<file path="src/rtl/q2e_pkg.sv">
// Package for the quaternion to Euler angle converter.
// Holds the payload structs, datapath widths, pipeline latencies and the CORDIC arctangent table.
// No dependencies.
package q2e_pkg;

	localparam int QW          = 16;           // quaternion component width
	localparam int PW          = 32;           // product width
	localparam int OPW         = 34;           // atan2 operand width
	localparam int DENW        = 33;           // quaternion norm width
	localparam int ANGW        = 34;           // binary angle width, 2^32 is one turn
	localparam int CW          = 36;           // CORDIC x/y datapath width
	localparam int RW          = 62;           // square root remainder width
	localparam int SQRT_STEPS  = 31;           // one result bit per stage
	localparam int PREP_LAT    = 4;            // asin argument preparation stages
	localparam int ISQRT_LAT   = PREP_LAT + SQRT_STEPS;
	localparam int ATAN_FIXED_LAT = 8;         // atan2 stages besides the rotations
	localparam int SCALE_LAT   = 2;
	localparam int PROD_LAT    = 2;

	localparam logic signed [ANGW-1:0] HALF_TURN    = 34'sd2147483648;
	localparam logic signed [ANGW-1:0] QUARTER_TURN = 34'sd1073741824;
	localparam logic [31:0] PI_Q30 = 32'd3373259426;

	typedef logic signed [OPW-1:0]  opnd_t;
	typedef logic signed [ANGW-1:0] angle_t;

	typedef struct packed {
		logic signed [QW-1:0] quat_w;
		logic signed [QW-1:0] quat_x;
		logic signed [QW-1:0] quat_y;
		logic signed [QW-1:0] quat_z;
	} quat_t;

	typedef struct packed {
		logic signed [15:0] yaw_angle;
		logic signed [15:0] pitch_angle;
		logic signed [15:0] roll_angle;
		logic               pitch_clamped;
	} euler_t;

	// Side information of the pitch path
	typedef struct packed {
		logic neg;        // asin argument negative
		logic den_zero;   // zero quaternion
		logic at_limit;   // |argument| >= 1
		logic over;       // |argument| > 1
	} pitch_flags_t;

	// atan(2^-i) as a binary angle
	function automatic logic [29:0] atan_bin(input logic [4:0] i);
		logic [29:0] r;
		unique case (i)
			5'd0:    r = 30'd536870912;
			5'd1:    r = 30'd316933406;
			5'd2:    r = 30'd167458907;
			5'd3:    r = 30'd85004756;
			5'd4:    r = 30'd42667331;
			5'd5:    r = 30'd21354465;
			5'd6:    r = 30'd10679838;
			5'd7:    r = 30'd5340245;
			5'd8:    r = 30'd2670163;
			5'd9:    r = 30'd1335087;
			5'd10:   r = 30'd667544;
			5'd11:   r = 30'd333772;
			5'd12:   r = 30'd166886;
			5'd13:   r = 30'd83443;
			5'd14:   r = 30'd41722;
			5'd15:   r = 30'd20861;
			5'd16:   r = 30'd10430;
			5'd17:   r = 30'd5215;
			5'd18:   r = 30'd2608;
			5'd19:   r = 30'd1304;
			5'd20:   r = 30'd652;
			5'd21:   r = 30'd326;
			5'd22:   r = 30'd163;
			5'd23:   r = 30'd81;
			default: r = '0;
		endcase
		return r;
	endfunction

endpackage

</file>
<file path="src/rtl/q2e_scale.sv">
// Binary angle to output unit: degrees Q8.7 or radians Q2.13, rounded half up.
// Radians use two registered partial products. Depends on q2e_pkg.
module q2e_scale (
	input  logic               clk,
	input  logic               arst_n,
	input  logic               en,
	input  logic               deg,
	input  logic               in_valid,
	input  q2e_pkg::angle_t    in_angle,
	output logic               out_valid,
	output logic signed [15:0] out_angle
);

	localparam int ANGW = q2e_pkg::ANGW;
	localparam int LOW  = 17;
	localparam int HIW  = ANGW - LOW;
	localparam logic signed [39:0] DEG_RND = 40'sd2097152;
	localparam logic [67:0]        RAD_RND = 68'd1 << 47;

	logic signed [39:0] dp_s1;
	logic signed [49:0] hp_s1;
	logic [48:0]        lp_s1;
	logic               v_s1, v_s2;
	logic [67:0]        rad_sum;
	logic signed [15:0] ang_s2;
	logic signed [HIW-1:0] hi;
	logic [LOW-1:0]     lo;

	assign hi = in_angle[ANGW-1:LOW];
	assign lo = in_angle[LOW-1:0];
	assign rad_sum = (68'(hp_s1) << LOW) + 68'(lp_s1) + RAD_RND;

	// Advance valid bits
	always_ff @(posedge clk or negedge arst_n) begin
		if (!arst_n) begin
			v_s1 <= 1'b0;
			v_s2 <= 1'b0;
		end else if (en) begin
			v_s1 <= in_valid;
			v_s2 <= v_s1;
		end
	end

	// Stage 1: degree product and radian partial products; stage 2: combine and select
	always_ff @(posedge clk) begin
		if (en) begin
			dp_s1  <= 40'(in_angle) * 40'sd45 + DEG_RND;
			hp_s1  <= 50'(hi) * $signed({18'd0, q2e_pkg::PI_Q30});
			lp_s1  <= 49'(lo) * 49'(q2e_pkg::PI_Q30);
			ang_s2 <= deg ? dp_s1[37:22] : rad_sum[63:48];
		end
	end

	assign out_valid = v_s2;
	assign out_angle = ang_s2;

endmodule
</file>
<file path="config.mk">
export PLATFORM = sky130hd
export DESIGN_NAME = q2e_scale
export DESIGN_NICKNAME = d
export VERILOG_FILES = /design/src/rtl/q2e_pkg.sv /design/src/rtl/q2e_scale.sv
export SDC_FILE = /design/constraint.sdc
export NUM_CORES = 1
export LEC_CHECK = 0
export ABC_CLOCK_PERIOD_IN_PS = 3600
export BUFFER_PORTS_ARGS = -buffer_cell sky130_fd_sc_hd__buf_2
export CORE_MARGIN = 3
export CORE_UTILIZATION = 50
export CTS_CLUSTER_SIZE = 12
export DETAILED_ROUTE_END_ITERATION = 6
export GPL_ROUTABILITY_DRIVEN = 0
export PLACE_DENSITY = 0.64
export SLEW_MARGIN = 20
export SYNTH_ARGS = -nofsm -noshare
export SYNTH_HDL_FRONTEND = slang
export SYNTH_SLANG_ARGS = --single-unit
</file>
<file path="constraint.sdc">
create_clock -name clk -period 3.6 [get_ports clk]
set_clock_uncertainty 0.05 [all_clocks]
set_input_delay 0.54 -clock clk [delete_from_list [all_inputs] [get_ports clk]]
set_output_delay 0.54 -clock clk [all_outputs]
set_load 0.05 [all_outputs]
</file>
==> summary.md <==
| Metric | Value |
|---|---|
| Status | finished with violations |
| Failing checks | negative setup slack |
| Sequential fraction of the synthesis area | 13.5% |
| Vias | 18700 |
| Largest net degree at the start of global routing | 57 |
| DRT Pass-1 Iters | 7 |
| Register-to-register setup slack | 0.15 ns |
| Count of final hold-check violations | 0 |
| First-pass GRT wire length | 110000 µm |
| Synth cell types | 60 |
| FMAX | 0.166 GHz |
| CTS H-tree lvls | 3 |
| Area Growth Syn to Fin | 32.3% |
| Worst skew pair latency | 0.36 ns |
| Crit path launch type | input port |
| Mapped Area | 24700 µm² |
| Maxcap violations | 0 |
| Finished Layout Cells | 3655 |
| CTS buffer count | 9 |
| Async SR Flop Fraction | 1.80% |
| Core area | 48200 µm² |
| Crit path arrival time | 6.09 ns |
| GR Overflow Total | 0 |
| Kind of critical path | in -> reg |
| Post-DP Area | 30100 µm² |
| Post-synth EDFFs | 109 |
| Layout cells sized above 1 | 30.7% |
| Final setup viols | 83 |
| Deepest clock path buffer count | 2 |
| R2r startpoint | hp_s1[3]$_DFFE_PP_ |
| Gr usage total | 26.7% |
| Post-Synthesis Net Count | 3381 |
| Hold Path Class | in -> reg |
| Post-synth top cells | inv_1 (700), ha_1 (541), fa_1 (387) |
| Cell count after synthesis | 2414 |
| CTS sink cnt | 111 |
| Crit path time final | 6.04 ns |
| Clock slew at reported path FFs | 0.07 ns |
| Worst setup margin | -2.44 ns |
| Critical path required time | 3.66 ns |
| Drt initial violations | 1025 |
| Routed WL | 68400 µm |
| Clock tree root buffer cell | clkbuf_16 |
| Die H | 228 µm |
| Die width | 228 µm |
| Hold Crit Start | in_valid |
| Initial antenna violation count | 1 |
| Vias per inst | 5.13 |
| Row count | 80 |
| Most common cell in the netlist | inv_1 |
| Synthesis Warnings | 0 |
| Drt drc | 0 |
| Die footprint | 52000 µm² |
| Yosys top cell area share | 31.4% |
| Syn Area/Cell | 10.2 µm² |
| # port buffers | 55 |
| Top post-synthesis cells by area | fa_1 (31%), ha_1 (27%), edfxtp_1 (13%) |
| Min Hold Slack | 0.366 ns |
| Main synth FF type | edfxtp_1 |
| Post-placement worst setup slack | -2.93 ns |
| Wirelength per Cell | 18.7 µm |
| Hold Path Cell Cnt | 2 |
| Crit path capture type | flop |
| DP Wirelength | 59100 µm |
| Crit-path max FO | 2 |
| R2R cell count | 11 |
| Worst-Margin Slew | 0.712 ns |
| Worst Hold Endpoint | v_s1$_DFFE_PN0P_ |
| Final Cell Area | 32600 µm² |
| Tcrit/Tclk final | 168% |
| Post-route ant nets | 0 |
| Slew Limit Fails | 0 |
| Synthesis-stage register bit count | 111 |
| I/O pin cnt | 56 |
| Largest area contributor in the netlist | fa_1 |
| Layout Nets | 3961 |
| RSZ-0062 raised after global routing | yes |
| Slew headroom | 52.5% |
| R2R Path End | out_angle[10]$_DFFE_PP_ |
| Starting density of the core | 51.1% |
| # diodes | 0 |
| Placed insts | 3570 |
| CTS tree | done |
| Number of global-route vias before repair | 20500 |
==> worst max-delay path, stage by stage <==
cell and delay, ns:
buf_8 0.10, fa_2 0.60, inv_2 0.07, fa_2 0.52, inv_2 0.03, fa_1 0.45, fa_1 0.49, fa_1 0.51
inv_2 0.04, fa_1 0.52, inv_2 0.05, ha_4 0.21, a21o_1 0.19, a21o_1 0.19, a2111oi_4 0.35, a2bb2oi_1 0.20
o31a_1 0.30, a31oi_4 0.13, a211oi_2 0.23, nor2_1 0.08, a311o_1 0.27
==> cell usage in the layout, fill, tap and decap left out, drive strengths merged, types with 4 or more instances in the layout <==
| cell | netlist | routed |
|---|---|---|
| inv | 700 | 701 |
| buf | 0 | 575 |
| ha | 541 | 541 |
| fa | 387 | 387 |
| edfxtp | 109 | 109 |
| a21oi | 102 | 102 |
| nand2 | 77 | 77 |
| xnor2 | 75 | 75 |
| o21ai | 67 | 67 |
| nor2 | 61 | 61 |
| a21o | 47 | 47 |
| xor2 | 28 | 28 |
| nand3 | 25 | 25 |
| nor3 | 14 | 14 |
| a211oi | 13 | 13 |
| o21bai | 12 | 12 |
| o211ai | 12 | 12 |
| and3 | 12 | 12 |
| nand4 | 11 | 11 |
| o21a | 10 | 10 |
| clkbuf | 7 | 10 |
| nor2b | 10 | 10 |
| a2111oi | 10 | 10 |
| nand2b | 8 | 8 |
| a31oi | 8 | 8 |
| and2 | 7 | 7 |
| o31ai | 7 | 7 |
| or3 | 6 | 6 |
| a211o | 4 | 4 |
| nor4 | 4 | 4 |
==> state kept, by name, indices dropped and copies added, names as in the netlist <==
signal / flops
v_s1: 1
out_valid: 1
dp_s1: 16
lp_s1: 31
out_angle: 16
hp_s1: 46
==> logic make-up after synthesis <==
kind of cell / after synthesis / synth area share, %
AOI/OAI and AO/OA: 318 / 8.45
adders and majority gates: 928 / 58.8
buffers and inverters: 707 / 10.8
and+or+nand+nor: 244 / 4.69
xor gates and xnor gates: 103 / 3.66
muxes: 3 / 0.132
DFF: 111 / 13.5
==> final cells by class <==
type / count / area (µm²)
sequential: 111 / 3320
inverter: 700 / 2670
fill: 3617 / 15600
clock buffer: 10 / 229
timing repair buffer: 576 / 4740
clock inverter: 6 / 43.8
tap: 656 / 821
multi-input combinational: 1596 / 20800
==> metrics by stage <==
| stage | util (%) | TNS (ns) |
|---|---|---|
| 6_report | 67.7 | -138.89 |
| 5_1_grt | 67.7 | -149.53 |
| 4_1_cts | 66.2 | -134.21 |
| 3_5_place_dp | 62.4 | -182.58 |
| 3_3_place_gp | 62.4 | -179.11 |
| 2_1_floorplan | - | -114.61 |
==> routing by layer <==
metal | vias up | track usage [%] | share of wire [%]
met1 | 9271 | 38.3 | 46
met2 | 452 | 43.6 | 46
met5 | - | 0 | 0
met3 | 101 | 3.18 | 5.5
met4 | 0 | 6.45 | 3.0
li1 | 8908 | - | -
==> timing repair <==
action / in CTS / in global routing
gates resized for setup: 254 / 126
endpoints found under the setup margin: 84 / 87
pin swaps: 151 / 104
endpoints found under the hold margin: 2 / 0
hold buffers: 1 / 0
setup buffers: 46 / 42
gates cloned: 0 / 0
==> worst max path at each step <==
stage                  from             endpoint  slack [ns]  cells after the start
2_1_floorplan  in_angle[24]  hp_s1[45]$_DFFE_PP_       -2.38                     20
3_3_place_gp   in_angle[19]  hp_s1[45]$_DFFE_PP_       -2.91                     21
3_5_place_dp   in_angle[19]  hp_s1[45]$_DFFE_PP_       -2.93                     21
4_1_cts         in_angle[8]  lp_s1[46]$_DFFE_PP_       -2.37                     21
5_1_grt        in_angle[24]  hp_s1[45]$_DFFE_PP_       -2.60                     21
6_report       in_angle[24]  hp_s1[45]$_DFFE_PP_       -2.44                     21
Power is not shown: default switching activity piles up to over one toggle a cycle in this logic, so the estimate is an artifact.
